===== src/hdl/plx_pkg.sv =====
// Shared types, codes and helpers for the punctuation, identifier and string lexer.
`timescale 1ns / 1ps

package plx_pkg;

    localparam int PLX_POS_BITS = 16;
    localparam int Q_DEPTH      = 4;

    // Token kinds.
    localparam logic [3:0] K_ARROW    = 4'd0;
    localparam logic [3:0] K_DASH     = 4'd1;
    localparam logic [3:0] K_IDENT    = 4'd2;
    localparam logic [3:0] K_STRING   = 4'd3;
    localparam logic [3:0] K_COLON    = 4'd4;
    localparam logic [3:0] K_DCOLON   = 4'd5;
    localparam logic [3:0] K_COMMA    = 4'd6;
    localparam logic [3:0] K_BSLASH   = 4'd7;
    localparam logic [3:0] K_PIPE     = 4'd8;
    localparam logic [3:0] K_LPAREN   = 4'd9;
    localparam logic [3:0] K_RPAREN   = 4'd10;
    localparam logic [3:0] K_LBRACKET = 4'd11;
    localparam logic [3:0] K_RBRACKET = 4'd12;
    localparam logic [3:0] K_LBRACE   = 4'd13;
    localparam logic [3:0] K_RBRACE   = 4'd14;

    // Characters of interest.
    localparam logic [7:0] CH_DASH     = 8'h2D;
    localparam logic [7:0] CH_GT       = 8'h3E;
    localparam logic [7:0] CH_COLON    = 8'h3A;
    localparam logic [7:0] CH_USCORE   = 8'h5F;
    localparam logic [7:0] CH_QUOTE    = 8'h22;
    localparam logic [7:0] CH_SPACE    = 8'h20;
    localparam logic [7:0] CH_PIPE     = 8'h7C;
    localparam logic [7:0] CH_BSLASH   = 8'h5C;
    localparam logic [7:0] CH_COMMA    = 8'h2C;
    localparam logic [7:0] CH_LPAREN   = 8'h28;
    localparam logic [7:0] CH_RPAREN   = 8'h29;
    localparam logic [7:0] CH_LBRACKET = 8'h5B;
    localparam logic [7:0] CH_RBRACKET = 8'h5D;
    localparam logic [7:0] CH_LBRACE   = 8'h7B;
    localparam logic [7:0] CH_RBRACE   = 8'h7D;

    typedef struct packed {
        logic [7:0] ch;
        logic       final_byte;
    } t_in;

    typedef struct packed {
        logic [3:0]  token_kind;
        logic [15:0] start_pos;
        logic [15:0] text_len;
        logic        last_of_run;
    } t_out;

    typedef struct packed {
        logic [3:0]  kind;
        logic [15:0] start;
        logic [15:0] len;
    } t_tok;

    // Tokens caused by one byte: one or two of them.
    typedef struct packed {
        logic two;
        t_tok tok0;
        t_tok tok1;
    } t_rec;

    typedef struct packed {
        logic valid;
        t_rec rec;
    } t_push;

    function automatic logic is_word(input logic [7:0] c);
        return (c inside {[8'h30:8'h39], [8'h41:8'h5A], [8'h61:8'h7A]}) || (c == CH_USCORE);
    endfunction

endpackage


===== src/hdl/plx_front.sv =====
// Front end: takes bytes, holds the lexer mode and position, and forms token records.
`timescale 1ns / 1ps

module plx_front
    import plx_pkg::*;
#(
    parameter int POS_BITS = PLX_POS_BITS
) (
    input  logic  i_clk,
    input  logic  i_rst_n,
    input  logic  i_in_valid,
    output logic  o_in_ready,
    input  t_in   i_in_item,
    input  logic  i_q_ready,
    output t_push o_push
);

    localparam logic [2:0] M_IDLE  = 3'd0;
    localparam logic [2:0] M_COLON = 3'd1;
    localparam logic [2:0] M_DASH  = 3'd2;
    localparam logic [2:0] M_IDENT = 3'd3;
    localparam logic [2:0] M_STR   = 3'd4;

    logic [2:0]          r_mode,  n_mode;
    logic [POS_BITS-1:0] r_pos,   n_pos;
    logic [POS_BITS-1:0] r_start, n_start;
    logic [POS_BITS-1:0] r_len,   n_len;

    logic       accept;
    logic [7:0] c;
    logic       a_v, b_v, f_v, run_idle;
    t_tok       a_tok, b_tok, f_tok;
    logic [1:0] cnt;

    function automatic logic [POS_BITS-1:0] sat_inc(input logic [POS_BITS-1:0] v);
        return (&v) ? v : v + POS_BITS'(1);
    endfunction

    function automatic t_tok mk_tok(input logic [3:0] k, input logic [POS_BITS-1:0] s,
                                    input logic [POS_BITS-1:0] l);
        t_tok t;
        t.kind  = k;
        t.start = 16'(s);
        t.len   = 16'(l);
        return t;
    endfunction

    assign accept     = i_in_valid & i_q_ready;
    assign o_in_ready = i_q_ready;
    assign c          = i_in_item.ch;

    always_comb begin
        n_mode   = r_mode;
        n_start  = r_start;
        n_len    = r_len;
        n_pos    = sat_inc(r_pos);
        a_v      = 1'b0;
        a_tok    = mk_tok(K_COLON, r_start, '0);
        b_v      = 1'b0;
        b_tok    = mk_tok(K_COMMA, r_pos, '0);
        f_v      = 1'b0;
        f_tok    = mk_tok(K_COLON, r_start, '0);
        run_idle = 1'b0;

        // Pending token held by the current mode.
        case (r_mode)
            M_COLON: begin
                n_mode = M_IDLE;
                a_v    = 1'b1;
                if (c == CH_COLON) begin
                    a_tok = mk_tok(K_DCOLON, r_start, '0);
                end else begin
                    a_tok    = mk_tok(K_COLON, r_start, '0);
                    run_idle = 1'b1;
                end
            end
            M_DASH: begin
                n_mode = M_IDLE;
                a_v    = 1'b1;
                if (c == CH_GT) begin
                    a_tok = mk_tok(K_ARROW, r_start, '0);
                end else begin
                    a_tok    = mk_tok(K_DASH, r_start, '0);
                    run_idle = 1'b1;
                end
            end
            M_IDENT: begin
                if (is_word(c)) begin
                    n_len = sat_inc(r_len);
                end else begin
                    n_mode   = M_IDLE;
                    a_v      = 1'b1;
                    a_tok    = mk_tok(K_IDENT, r_start, r_len);
                    run_idle = 1'b1;
                end
            end
            M_STR: begin
                if (c == CH_QUOTE) begin
                    n_mode = M_IDLE;
                    a_v    = 1'b1;
                    a_tok  = mk_tok(K_STRING, r_start, r_len);
                end else begin
                    n_len = sat_inc(r_len);
                end
            end
            default: begin
                n_mode   = M_IDLE;
                run_idle = 1'b1;
            end
        endcase

        // The byte itself, lexed from the idle mode.
        if (run_idle) begin
            case (c)
                CH_BSLASH:   begin b_v = 1'b1; b_tok = mk_tok(K_BSLASH, r_pos, '0); end
                CH_COMMA:    begin b_v = 1'b1; b_tok = mk_tok(K_COMMA, r_pos, '0); end
                CH_PIPE:     begin b_v = 1'b1; b_tok = mk_tok(K_PIPE, r_pos, '0); end
                CH_LPAREN:   begin b_v = 1'b1; b_tok = mk_tok(K_LPAREN, r_pos, '0); end
                CH_RPAREN:   begin b_v = 1'b1; b_tok = mk_tok(K_RPAREN, r_pos, '0); end
                CH_LBRACKET: begin b_v = 1'b1; b_tok = mk_tok(K_LBRACKET, r_pos, '0); end
                CH_RBRACKET: begin b_v = 1'b1; b_tok = mk_tok(K_RBRACKET, r_pos, '0); end
                CH_LBRACE:   begin b_v = 1'b1; b_tok = mk_tok(K_LBRACE, r_pos, '0); end
                CH_RBRACE:   begin b_v = 1'b1; b_tok = mk_tok(K_RBRACE, r_pos, '0); end
                CH_COLON: begin
                    n_mode = M_COLON; n_start = r_pos; n_len = '0;
                end
                CH_DASH: begin
                    n_mode = M_DASH; n_start = r_pos; n_len = '0;
                end
                CH_QUOTE: begin
                    n_mode = M_STR; n_start = r_pos; n_len = '0;
                end
                default: begin
                    if (is_word(c)) begin
                        n_mode  = M_IDENT;
                        n_start = r_pos;
                        n_len   = POS_BITS'(1);
                    end
                end
            endcase
        end

        // On the last byte, flush what is pending; an open string is dropped.
        if (i_in_item.final_byte) begin
            case (n_mode)
                M_COLON: begin f_v = 1'b1; f_tok = mk_tok(K_COLON, n_start, '0); end
                M_DASH:  begin f_v = 1'b1; f_tok = mk_tok(K_DASH, n_start, '0); end
                M_IDENT: begin f_v = 1'b1; f_tok = mk_tok(K_IDENT, n_start, n_len); end
                default: f_v = 1'b0;
            endcase
            n_mode  = M_IDLE;
            n_pos   = '0;
            n_start = '0;
            n_len   = '0;
        end
    end

    assign cnt = 2'(a_v) + 2'(b_v) + 2'(f_v);

    always_comb begin
        o_push.valid    = accept && (cnt != 2'd0);
        o_push.rec.two  = (cnt == 2'd2);
        if (a_v) begin
            o_push.rec.tok0 = a_tok;
            o_push.rec.tok1 = b_v ? b_tok : f_tok;
        end else if (b_v) begin
            o_push.rec.tok0 = b_tok;
            o_push.rec.tok1 = f_tok;
        end else begin
            o_push.rec.tok0 = f_tok;
            o_push.rec.tok1 = f_tok;
        end
    end

    always_ff @(posedge i_clk) begin
        if (!i_rst_n) begin
            r_mode  <= M_IDLE;
            r_pos   <= '0;
            r_start <= '0;
            r_len   <= '0;
        end else if (accept) begin
            r_mode  <= n_mode;
            r_pos   <= n_pos;
            r_start <= n_start;
            r_len   <= n_len;
        end
    end

endmodule


===== src/hdl/plx_queue.sv =====
// Short queue of token records between the front end and the emitter.
`timescale 1ns / 1ps

module plx_queue
    import plx_pkg::*;
(
    input  logic  i_clk,
    input  logic  i_rst_n,
    input  t_push i_push,
    input  logic  i_pop,
    output logic  o_not_full,
    output logic  o_head_valid,
    output t_rec  o_head
);

    localparam int PTR_W = $clog2(Q_DEPTH);
    localparam int CNT_W = $clog2(Q_DEPTH + 1);

    t_rec             r_mem [Q_DEPTH];
    logic [PTR_W-1:0] r_wr_ptr, r_rd_ptr;
    logic [CNT_W-1:0] r_count,  n_count;

    assign o_not_full   = (r_count != CNT_W'(Q_DEPTH));
    assign o_head_valid = (r_count != '0);
    assign o_head       = r_mem[r_rd_ptr];

    always_comb begin
        n_count = r_count;
        if (i_push.valid && !i_pop) begin
            n_count = r_count + CNT_W'(1);
        end else if (!i_push.valid && i_pop) begin
            n_count = r_count - CNT_W'(1);
        end
    end

    always_ff @(posedge i_clk) begin
        if (i_push.valid) begin
            r_mem[r_wr_ptr] <= i_push.rec;
        end
    end

    always_ff @(posedge i_clk) begin
        if (!i_rst_n) begin
            r_wr_ptr <= '0;
            r_rd_ptr <= '0;
            r_count  <= '0;
        end else begin
            r_count <= n_count;
            if (i_push.valid) begin
                r_wr_ptr <= r_wr_ptr + PTR_W'(1);
            end
            if (i_pop) begin
                r_rd_ptr <= r_rd_ptr + PTR_W'(1);
            end
        end
    end

endmodule


===== src/hdl/plx_back.sv =====
// Emitter: drains token records one token per transaction into the output register.
`timescale 1ns / 1ps

module plx_back
    import plx_pkg::*;
(
    input  logic i_clk,
    input  logic i_rst_n,
    input  logic i_head_valid,
    input  t_rec i_head,
    output logic o_pop,
    output logic o_out_valid,
    input  logic i_out_ready,
    output t_out o_out_item
);

    logic r_out_valid;
    t_out r_out, n_out;
    logic r_half;
    logic load;
    t_tok sel;

    // r_half is set while the second token of a two-token record is still to go.
    assign load  = i_head_valid && (!r_out_valid || i_out_ready);
    assign sel   = r_half ? i_head.tok1 : i_head.tok0;
    assign o_pop = load && (!i_head.two || r_half);

    always_comb begin
        n_out.token_kind  = sel.kind;
        n_out.start_pos   = sel.start;
        n_out.text_len    = sel.len;
        n_out.last_of_run = !i_head.two || r_half;
    end

    always_ff @(posedge i_clk) begin
        if (load) begin
            r_out <= n_out;
        end
    end

    always_ff @(posedge i_clk) begin
        if (!i_rst_n) begin
            r_out_valid <= 1'b0;
            r_half      <= 1'b0;
        end else begin
            if (load) begin
                r_out_valid <= 1'b1;
                r_half      <= i_head.two && !r_half;
            end else if (i_out_ready) begin
                r_out_valid <= 1'b0;
            end
        end
    end

    assign o_out_valid = r_out_valid;
    assign o_out_item  = r_out;

`ifndef SYNTHESIS
    a_half_holds_pair: assert property (@(posedge i_clk) disable iff (!i_rst_n)
        r_half |-> (i_head_valid && i_head.two))
        else $error("second-token flag set without a two-token record at the head");

    a_pop_has_head: assert property (@(posedge i_clk) disable iff (!i_rst_n)
        o_pop |-> i_head_valid)
        else $error("queue popped while empty");

    a_second_follows: assert property (@(posedge i_clk) disable iff (!i_rst_n)
        (r_out_valid && i_out_ready && !r_out.last_of_run)
            |=> (r_out_valid && r_out.last_of_run))
        else $error("second token of a run did not follow the first");
`endif

endmodule


===== src/hdl/punctuation_identifier_string_lexer.sv =====
// Top level of the streaming punctuation, identifier and string lexer.
//
//   Channel  Direction  Handshake                 Payload
//   input    in         i_in_valid / o_in_ready   i_in_item  (byte, last-byte flag)
//   output   out        o_out_valid / i_out_ready o_out_item (kind, start, length, last)
//
// One byte is accepted per cycle while the four-entry token queue has room.
// A byte that causes two tokens occupies the output register for both tokens in turn, so the
// sustained rate is one byte per cycle, dropping on two-token bytes or when output stalls.
// The first token of a byte passes through the queue, then the output register.
// Reset is synchronous and active low; it returns the lexer to idle at position zero.
// Output stalls back up through the queue only; the front end stalls when it is full.
`timescale 1ns / 1ps

module punctuation_identifier_string_lexer
    import plx_pkg::*;
#(
    parameter int POS_BITS = PLX_POS_BITS
) (
    input  logic i_clk,
    input  logic i_rst_n,
    input  logic i_in_valid,
    output logic o_in_ready,
    input  t_in  i_in_item,
    output logic o_out_valid,
    input  logic i_out_ready,
    output t_out o_out_item
);

    t_push push;
    logic  q_not_full;
    logic  head_valid;
    t_rec  head;
    logic  pop;

    plx_front #(
        .POS_BITS (POS_BITS)
    ) u_front (
        .i_clk      (i_clk),
        .i_rst_n    (i_rst_n),
        .i_in_valid (i_in_valid),
        .o_in_ready (o_in_ready),
        .i_in_item  (i_in_item),
        .i_q_ready  (q_not_full),
        .o_push     (push)
    );

    plx_queue u_queue (
        .i_clk        (i_clk),
        .i_rst_n      (i_rst_n),
        .i_push       (push),
        .i_pop        (pop),
        .o_not_full   (q_not_full),
        .o_head_valid (head_valid),
        .o_head       (head)
    );

    plx_back u_back (
        .i_clk        (i_clk),
        .i_rst_n      (i_rst_n),
        .i_head_valid (head_valid),
        .i_head       (head),
        .o_pop        (pop),
        .o_out_valid  (o_out_valid),
        .i_out_ready  (i_out_ready),
        .o_out_item   (o_out_item)
    );

endmodule

===== config.mk =====
export PLATFORM = sky130hd
export DESIGN_NAME = punctuation_identifier_string_lexer
export DESIGN_NICKNAME = d
export VERILOG_FILES = /design/src/hdl/plx_pkg.sv /design/src/hdl/plx_front.sv /design/src/hdl/plx_queue.sv /design/src/hdl/plx_back.sv /design/src/hdl/punctuation_identifier_string_lexer.sv
export SDC_FILE = /design/constraint.sdc
export NUM_CORES = 1
export LEC_CHECK = 0
export ABC_AREA = 1
export BUFFER_PORTS_ARGS = -buffer_cell sky130_fd_sc_hd__buf_2
export CORE_ASPECT_RATIO = 0.7
export CORE_MARGIN = 2
export CORE_UTILIZATION = 65
export CTS_CLUSTER_DIAMETER = 60
export DETAILED_ROUTE_END_ITERATION = 8
export GPL_TIMING_DRIVEN = 0
export PLACE_DENSITY = 0.81
export RECOVER_POWER = 100
export SLEW_MARGIN = 20
export SYNTH_ARGS = -nofsm -noshare
export SYNTH_HDL_FRONTEND = slang
export SYNTH_SLANG_ARGS = --single-unit
export TNS_END_PERCENT = 10

===== constraint.sdc =====
create_clock -name i_clk -period 9.4 [get_ports i_clk]
set_input_delay 0 -clock i_clk [delete_from_list [all_inputs] [get_ports i_clk]]
set_output_delay 0 -clock i_clk [all_outputs]
set_load 0.01 [all_outputs]

==> metrics.cfg, run 1 <==
[run_status]
status=finished, violations left
violations=max-capacitance violations, max-slew violations

[synthesis]
synth_cell_types=46
synth_compound_area_share_pct=11.5
synthArstFlopShare_pct=0
syn_nets=1808
synth_area_mm2=0.0176
synthMuxAreaShare_pct=0.0568
synth-simple-area-share_pct=19.3
yosysWarnings=0
syn_avg_cell_area_um2=9.87
synth_top_family_by_area=simple AND/OR/NAND/NOR gates
ys_ff_latch=391
synth_cells=1786
synth_xor_xnor_area_share_pct=0.298
synth_edf_count=329
yosysSeqAreaShare_pct=63.1
yosys.area_share.adder_pct=0.724
synthFlopType=edfxtp_1

[global_routing]
grt_overflow_total=0
grt_pass1_wl_um=71800
grt_pass1_vias=13000
grt_max_degree=25
antenna_found_initial=0
grt_usage_pct=33.0

[floorplan]
start_util_pct=66.0
die_w_um=201
core_mm2=0.0267
pin_count=52
placementRows=50
die_y_um=142
dieArea_mm2=0.0285

[power]
vdd_drop_max_v=0.000185
pwr_density_cell_mw_per_mm2=259
leakagePower_nw=7.09

[detailed_routing]
routedWlPerCell_um=20.5
vias=14000
drc=0
drtIter0Drc=1942
viasPerCell=6.13
postRouteAntennaNets=0
first_pass_iters=9
routed_wl_um=46700

[placed_design]
post-dp-hpwl_um=32400
pre_cts_ws_ns=4.89
dp.cells=2215
port_buffers=51
finalWeightedCongestion=0.945

[timing]
setup_viol=0
holdWs_ns=0.0390
setup_tns_ns=0
relSlewSlack_pct=-7.97
setup_ws_ns=2.64
drv_slew=59
hold_viol_final=0
skew_ns=0.0186
rsz0062_at_grt=no
period_share_pct=71.9
worstMarginPinSlew_ns=1.61
period_minus_slack_ns=6.76
timing.fmax_ghz=0.148

[cts]
cts_tree=yes
cts_max_level=2
clockBufferDepth=3
cts_buffers=37
clock_sinks=391
clock_latency_ns=0.54
clockRootBuffer=clkbuf_16
clkTransAtPathRegs_ns=0.06

[setup_path]
critPathArrivalTime_ns=6.99
startpoint_type=flip-flop
crit_type=reg -> reg
crit_fanout=22
endpoint_kind=flip-flop
cp.required_ns=9.63

[cells_and_area]
regArea_mm2=0.0111
stdcell_count=2281
post-route-util_pct=73.4
synthToLayoutAreaGrowth_pct=11.2
final_common_cell=edfxtp_1
n_antenna_cell=0
final_cell_mix=329 x edfxtp_1, 326 x nor2_1, 263 x nand2_1, 190 x o21ai_0, 139 x nand3_1
multi_input_area_mm2=0.00561
final_nets=1914
fillers=1891
drive_above_1_share_pct=6.89

[min_path]
hp-class=in -> reg

[flow_run]
cap_violations=3

==> report_power, final <==
group          switching, mW  internal (mW)  leakage, nW
Combinational           1.05          0.365         2.93
Sequential            0.0543           2.14         3.60
Clock                  0.629          0.840        0.572
Total                   1.74           3.35         7.09
==> per-stage QoR <==
| stage | power [mW] | instance area, um^2 |
|---|---|---|
| after floorplan | 3.10 | 17600 |
| after global placement | 3.59 | 18300 |
| after detailed placement | 3.69 | 18700 |
| after CTS | 5.14 | 19900 |
| after global routing | 5.29 | 19600 |
| final | 5.09 | 19600 |
==> critical path, stage by stage, from the launching register on <==
cell and delay (ns):
dfxtp_1 0.38, inv_1 0.08, nand3_1 0.16, nand2_1 0.14, nor2_1 0.14, nor2_2 0.07, nand2_1 0.21, inv_1 0.14
nor2_1 0.68, clkinv_1 0.30, clkbuf_1 0.31, fa_1 0.50, a21oi_1 0.58, inv_1 0.26, nor2_1 0.95, clkbuf_1 1.23
buf_12 0.29
==> sequential cells by signal (all words and copies together), names as in the netlist, named ones only <==
name                count
u_queue.r_rd_ptr        2
u_front.r_mode          3
u_front.r_start        16
u_back.r_half           1
u_queue.r_mem         292
u_back.o_out_valid      1
u_front.r_len          16
u_queue.r_wr_ptr        2
u_back.o_out_item      37
u_queue.r_count         3
u_front.r_pos          16
==> metal layers <==
| layer | GRT usage [%] | wire length, um | part of all wire [%] | vias to the layer above |
|---|---|---|---|---|
| met4 | 12.5 | 1600 | 3.4 | 0 |
| met2 | 53.4 | 21700 | 47 | 889 |
| li1 | - | - | - | 6425 |
| met1 | 46.3 | 18700 | 40 | 6559 |
| met3 | 4.69 | 4720 | 10 | 107 |
| met5 | 0 | 0 | 0 | - |
==> repair_timing <==
action | 4_1_cts | 5_1_grt
endpoints found under the hold margin | 4 | 0
hold buffers | 2 | 0
setup buffers | 0 | 0
gates resized for setup | 0 | 0
endpoints found under the setup margin | 0 | 0
==> cell usage after synthesis, types with 7 or more instances <==
library cell | number | share of area, %
a21oi_1 | 61 | 1.7
a31oi_1 | 37 | 1.3
buf_1 | 9 | 0.19
buf_2 | 13 | 0.37
clkbuf_1 | 65 | 1.4
dfxtp_1 | 62 | 7.0
edfxtp_1 | 329 | 56
ha_1 | 7 | 0.50
inv_1 | 107 | 2.3
inv_2 | 14 | 0.30
nand2_1 | 259 | 5.5
nand2_2 | 19 | 0.67
nand3_1 | 138 | 3.9
nand4_1 | 22 | 0.78
nor2_1 | 324 | 6.9
nor2_2 | 8 | 0.28
nor3_1 | 8 | 0.23
o21a_1 | 13 | 0.55
o21ai_0 | 180 | 5.1
o21ai_1 | 14 | 0.40
o22ai_1 | 48 | 1.7
==> path summary, 6_finish.rpt <==
| path | start | to | slack, ns | cells after the start |
|---|---|---|---|---|
| max | u_front.r_mode[1]$_SDFFE_PN0P_ | u_queue.r_mem[2][58]$_DFFE_PP_ | 2.64 | 16 |
| min reg2reg | u_queue.r_rd_ptr[0]$_SDFFE_PN0P_ | u_queue.r_rd_ptr[0]$_SDFFE_PN0P_ | 0.48 | 1 |
| max reg2reg | u_front.r_mode[1]$_SDFFE_PN0P_ | u_queue.r_mem[2][58]$_DFFE_PP_ | 2.64 | 16 |
| min | i_in_item[2] | u_front.r_mode[2]$_SDFFE_PN0P_ | 0.04 | 7 |
==> area by class of cell <==
| cell class | count | share of cell area [%] |
|---|---|---|
| Sequential cell | 391 | 56.7 |
| Multi-Input combinational cell | 1178 | 28.6 |
| Clock buffer | 45 | 5.09 |
| Inverter | 122 | 2.34 |
| Tap cell | 364 | 2.32 |
| Buffer | 95 | 2.05 |
| Timing Repair Buffer | 67 | 2.00 |
| Clock inverter | 19 | 0.887 |
==> kinds of logic (layout without fill, tap and decap cells) <==
group | count (synthesis) | in the layout
AOI/OAI and AO/OA | 368 | 368
xor gates and xnor gates | 6 | 6
adders and majority gates | 9 | 9
buffers and inverters | 217 | 348
DFF | 391 | 391
muxes | 1 | 1
and+or+nand+nor | 794 | 794
No activity file was read; power rests on OpenSTA's default activity.
==> run 2: changes to the inputs <==
--- a/config.mk
+++ b/config.mk
@@ -9,11 +9,11 @@
 export BUFFER_PORTS_ARGS = -buffer_cell sky130_fd_sc_hd__buf_2
 export CORE_ASPECT_RATIO = 0.7
 export CORE_MARGIN = 2
-export CORE_UTILIZATION = 65
+export CORE_UTILIZATION = 56
 export CTS_CLUSTER_DIAMETER = 60
 export DETAILED_ROUTE_END_ITERATION = 8
 export GPL_TIMING_DRIVEN = 0
-export PLACE_DENSITY = 0.81
+export PLACE_DENSITY = 0.74
 export RECOVER_POWER = 100
 export SLEW_MARGIN = 20
 export SYNTH_ARGS = -nofsm -noshare
==> constraint.sdc (replaced) <==
create_clock -name i_clk -period 5.7 [get_ports i_clk]
set_input_delay 0 -clock i_clk [delete_from_list [all_inputs] [get_ports i_clk]]
set_output_delay 0 -clock i_clk [all_outputs]
set_load 0.01 [all_outputs]
==> run 2 against run 1 <==
  * The flow now finishes without violations
  * Largest power group unchanged
  * Routed wire length increased by 2.4%
  * Critical path type unchanged
  * First-iteration DRC count grew 5.7%
  * Core utilization down 9.3 points
  * Count of clock-buffer cells in the layout stayed put
  * Via count fell by 0.39%
  * Worst hold slack gained 0.0069 ns
  * Register-to-register slack worse by 1.8 ns
  * Critical path depth down 1
  * Clock power up 75%
  * Fmax is 39% higher
  * Global-route usage decreased by 4.4 points
==> metrics.cfg, run 2 (synthesis gave the netlist of run 1 again) <==
[detailed_routing]
postRouteAntennaNets=0  ; unchanged
drtIter0Drc=2052  ; +5.7%
vias=13900  ; -0.39%
viasPerCell=5.95  ; -2.9%
first_pass_iters=6  ; -3
routed_wl_um=47800  ; +2.4%
routedWlPerCell_um=20.4  ; -0.24%
drc=0  ; unchanged

[flow_run]
cap_violations=0  ; -3

[cts]
cts_buffers=37  ; unchanged
post_cts_resized=0  ; unchanged
cts_tree=yes
clockBufferDepth=3  ; unchanged
cts_max_level=2  ; unchanged
clock_sinks=391  ; unchanged
cts_hold_buf=2  ; unchanged
clkTransAtPathRegs_ns=0.06  ; about the same
clockRootBuffer=clkbuf_16
cts_setup_buffers=0  ; unchanged
clock_latency_ns=0.54  ; about the same

[timing]
hold_viol_final=0  ; unchanged
holdWs_ns=0.0460  ; +0.00694 ns
worstMarginPinSlew_ns=1.33  ; -0.286 ns
relSlewSlack_pct=11.6  ; +20 points
period_share_pct=85.5  ; +14 points
timing.fmax_ghz=0.205  ; +39%
setup_viol=0  ; unchanged
skew_ns=0.0168  ; -0.00179 ns
period_minus_slack_ns=4.88  ; -1.88 ns
setup_ws_ns=0.824  ; -1.82 ns
drv_slew=0  ; -100%
rsz0062_at_grt=no

[setup_path]
crit_fanout=21  ; -4.5%
r2r_start=u_front.r_mode[1]$_SDFFE_PN0P_
critPathArrivalTime_ns=5.04  ; -1.95 ns
crit_family=simple AND/OR/NAND/NOR gates
regToRegEndpoint=u_queue.r_mem[2][30]$_DFFE_PP_
critPathSlowestCell=clkbuf_2
crit_type=reg -> reg
startpoint_type=flip-flop
cp.required_ns=5.86  ; -3.77 ns
cp_num_buf_inv=6  ; -1
rrSetupSlack_ns=0.82  ; -1.82 ns
path_cells=inv_1 > nand3_1 > nand2_1 > nor2_1 > nor2_1 > nand2_1 > inv_1 > nor2_1 > inv_2 > clkbuf_1 > fa_1 > a21oi_1 > inv_1 > nor2_4 > clkbuf_2
cpPeakStageDelay_ns=0.62  ; -0.61 ns
endpoint_kind=flip-flop
r2r_cells=15  ; -1

[floorplan]
die_w_um=216  ; +7.6%
start_util_pct=56.7  ; -9.3 points
core_mm2=0.0311  ; +16%
pin_count=52  ; unchanged
placementRows=54  ; +8.0%
die_y_um=152  ; +7.5%
dieArea_mm2=0.0329  ; +16%

[min_path]
hold_start=i_in_item[2]
hp-class=in -> reg
hold_depth=7  ; unchanged
hold_path_end=u_front.r_mode[2]$_SDFFE_PN0P_

[placed_design]
place_area_mm2=0.0188  ; +0.74%
port_buffers=51  ; unchanged
dp.cells=2272  ; +2.6%
pre_cts_ws_ns=1.33  ; -3.56 ns
finalWeightedCongestion=0.932  ; -1.4%
post-dp-hpwl_um=32800  ; +1.3%

[run_status]
status=completed

[global_routing]
grt_pass1_vias=12600  ; -3.1%
grt_overflow_total=0  ; unchanged
grt_pass1_wl_um=72200  ; +0.64%
grt_max_degree=23  ; -8.0%
grt_usage_pct=28.6  ; -4.4 points
antenna_found_initial=0  ; unchanged

[cells_and_area]
top_register=u_queue.r_mem
final_cell_mix=329 x edfxtp_1, 322 x nor2_1, 261 x nand2_1, 190 x o21ai_0, 139 x nand3_1
largest_reg_flops=292  ; unchanged
n_antenna_cell=0  ; unchanged
final_common_cell=edfxtp_1
regArea_mm2=0.0111  ; unchanged
multi_input_area_mm2=0.00563  ; +0.49%
final_nets=1915  ; +0.052%
stdcell_area_mm2=0.0199  ; +1.6%
fillers=2439  ; +29%
stdcell_count=2341  ; +2.6%
synthToLayoutAreaGrowth_pct=13.0
drive_above_1_share_pct=7.91  ; +1.0 points

[power]
finalPower_mw=8.53  ; +68%
vdd_drop_max_v=0.000247  ; +33%
pwr_density_cell_mw_per_mm2=428  ; +65%
leakagePower_nw=7.20  ; +1.5%

-- run 2: layout make-up --
class / instances / area share [%]
plain buffers: 95 / 1.98
clock buffers: 45 / 5.00
clock inverters: 22 / 1.32
inverters: 122 / 2.30
multi-input cells: 1178 / 28.3
flip-flops and latches: 391 / 55.8
well taps: 420 / 2.64
repair buffers: 68 / 2.68
-- run 2: worst max path at each step --
stage | start | endpoint | slack (ns) | cells past startpoint
after global placement | u_front.r_mode[1]$_SDFFE_PN0P_ | u_queue.r_mem[0][60]$_DFFE_PP_ | -2.99 | 15
after detailed placement | i_in_item[8] | u_queue.r_mem[3][60]$_DFFE_PP_ | 1.33 | 21
after global routing | u_front.r_mode[1]$_SDFFE_PN0P_ | u_queue.r_mem[2][30]$_DFFE_PP_ | 0.50 | 15
after CTS | u_front.r_mode[2]$_SDFFE_PN0P_ | u_queue.r_mem[3][53]$_DFFE_PP_ | 1.31 | 18
final | u_front.r_mode[1]$_SDFFE_PN0P_ | u_queue.r_mem[2][30]$_DFFE_PP_ | 0.82 | 15
after floorplan | u_front.r_mode[1]$_SDFFE_PN0P_ | u_queue.r_mem[0][0]$_DFFE_PP_ | -0.22 | 15
-- run 2: metal layers --
metal	track usage, %	wire (um)
met1	45.5	20800
met5	0	0
met3	5.87	5970
met2	40.8	20300
met4	5.87	764
-- run 2: worst reg2reg max path: cells and delay by family (launching register included) --
kind | cells | cell delay [ns]
buf+inv | 6 | 1.49
fa+ha+maj | 1 | 0.50
compound gates | 1 | 0.45
flops | 1 | 0.38
simple gates | 7 | 1.68
-- run 2: where the power goes --
| part | internal (mW) | switching [mW] | total, mW |
|---|---|---|---|
| Sequential | 3.53 | 0.0866 | 3.62 |
| Clock | 1.49 | 1.09 | 2.57 |
| Combinational | 0.614 | 1.73 | 2.34 |
| Total | 5.63 | 2.90 | 8.53 |
-- run 2: through the flow --
step	TNS (ns)	util, %
2_1_floorplan	-63.31	-
3_3_place_gp	-847.92	59.2
3_5_place_dp	0	60.6
4_1_cts	0	64.7
5_1_grt	0	64.1
6_report	0	64.1
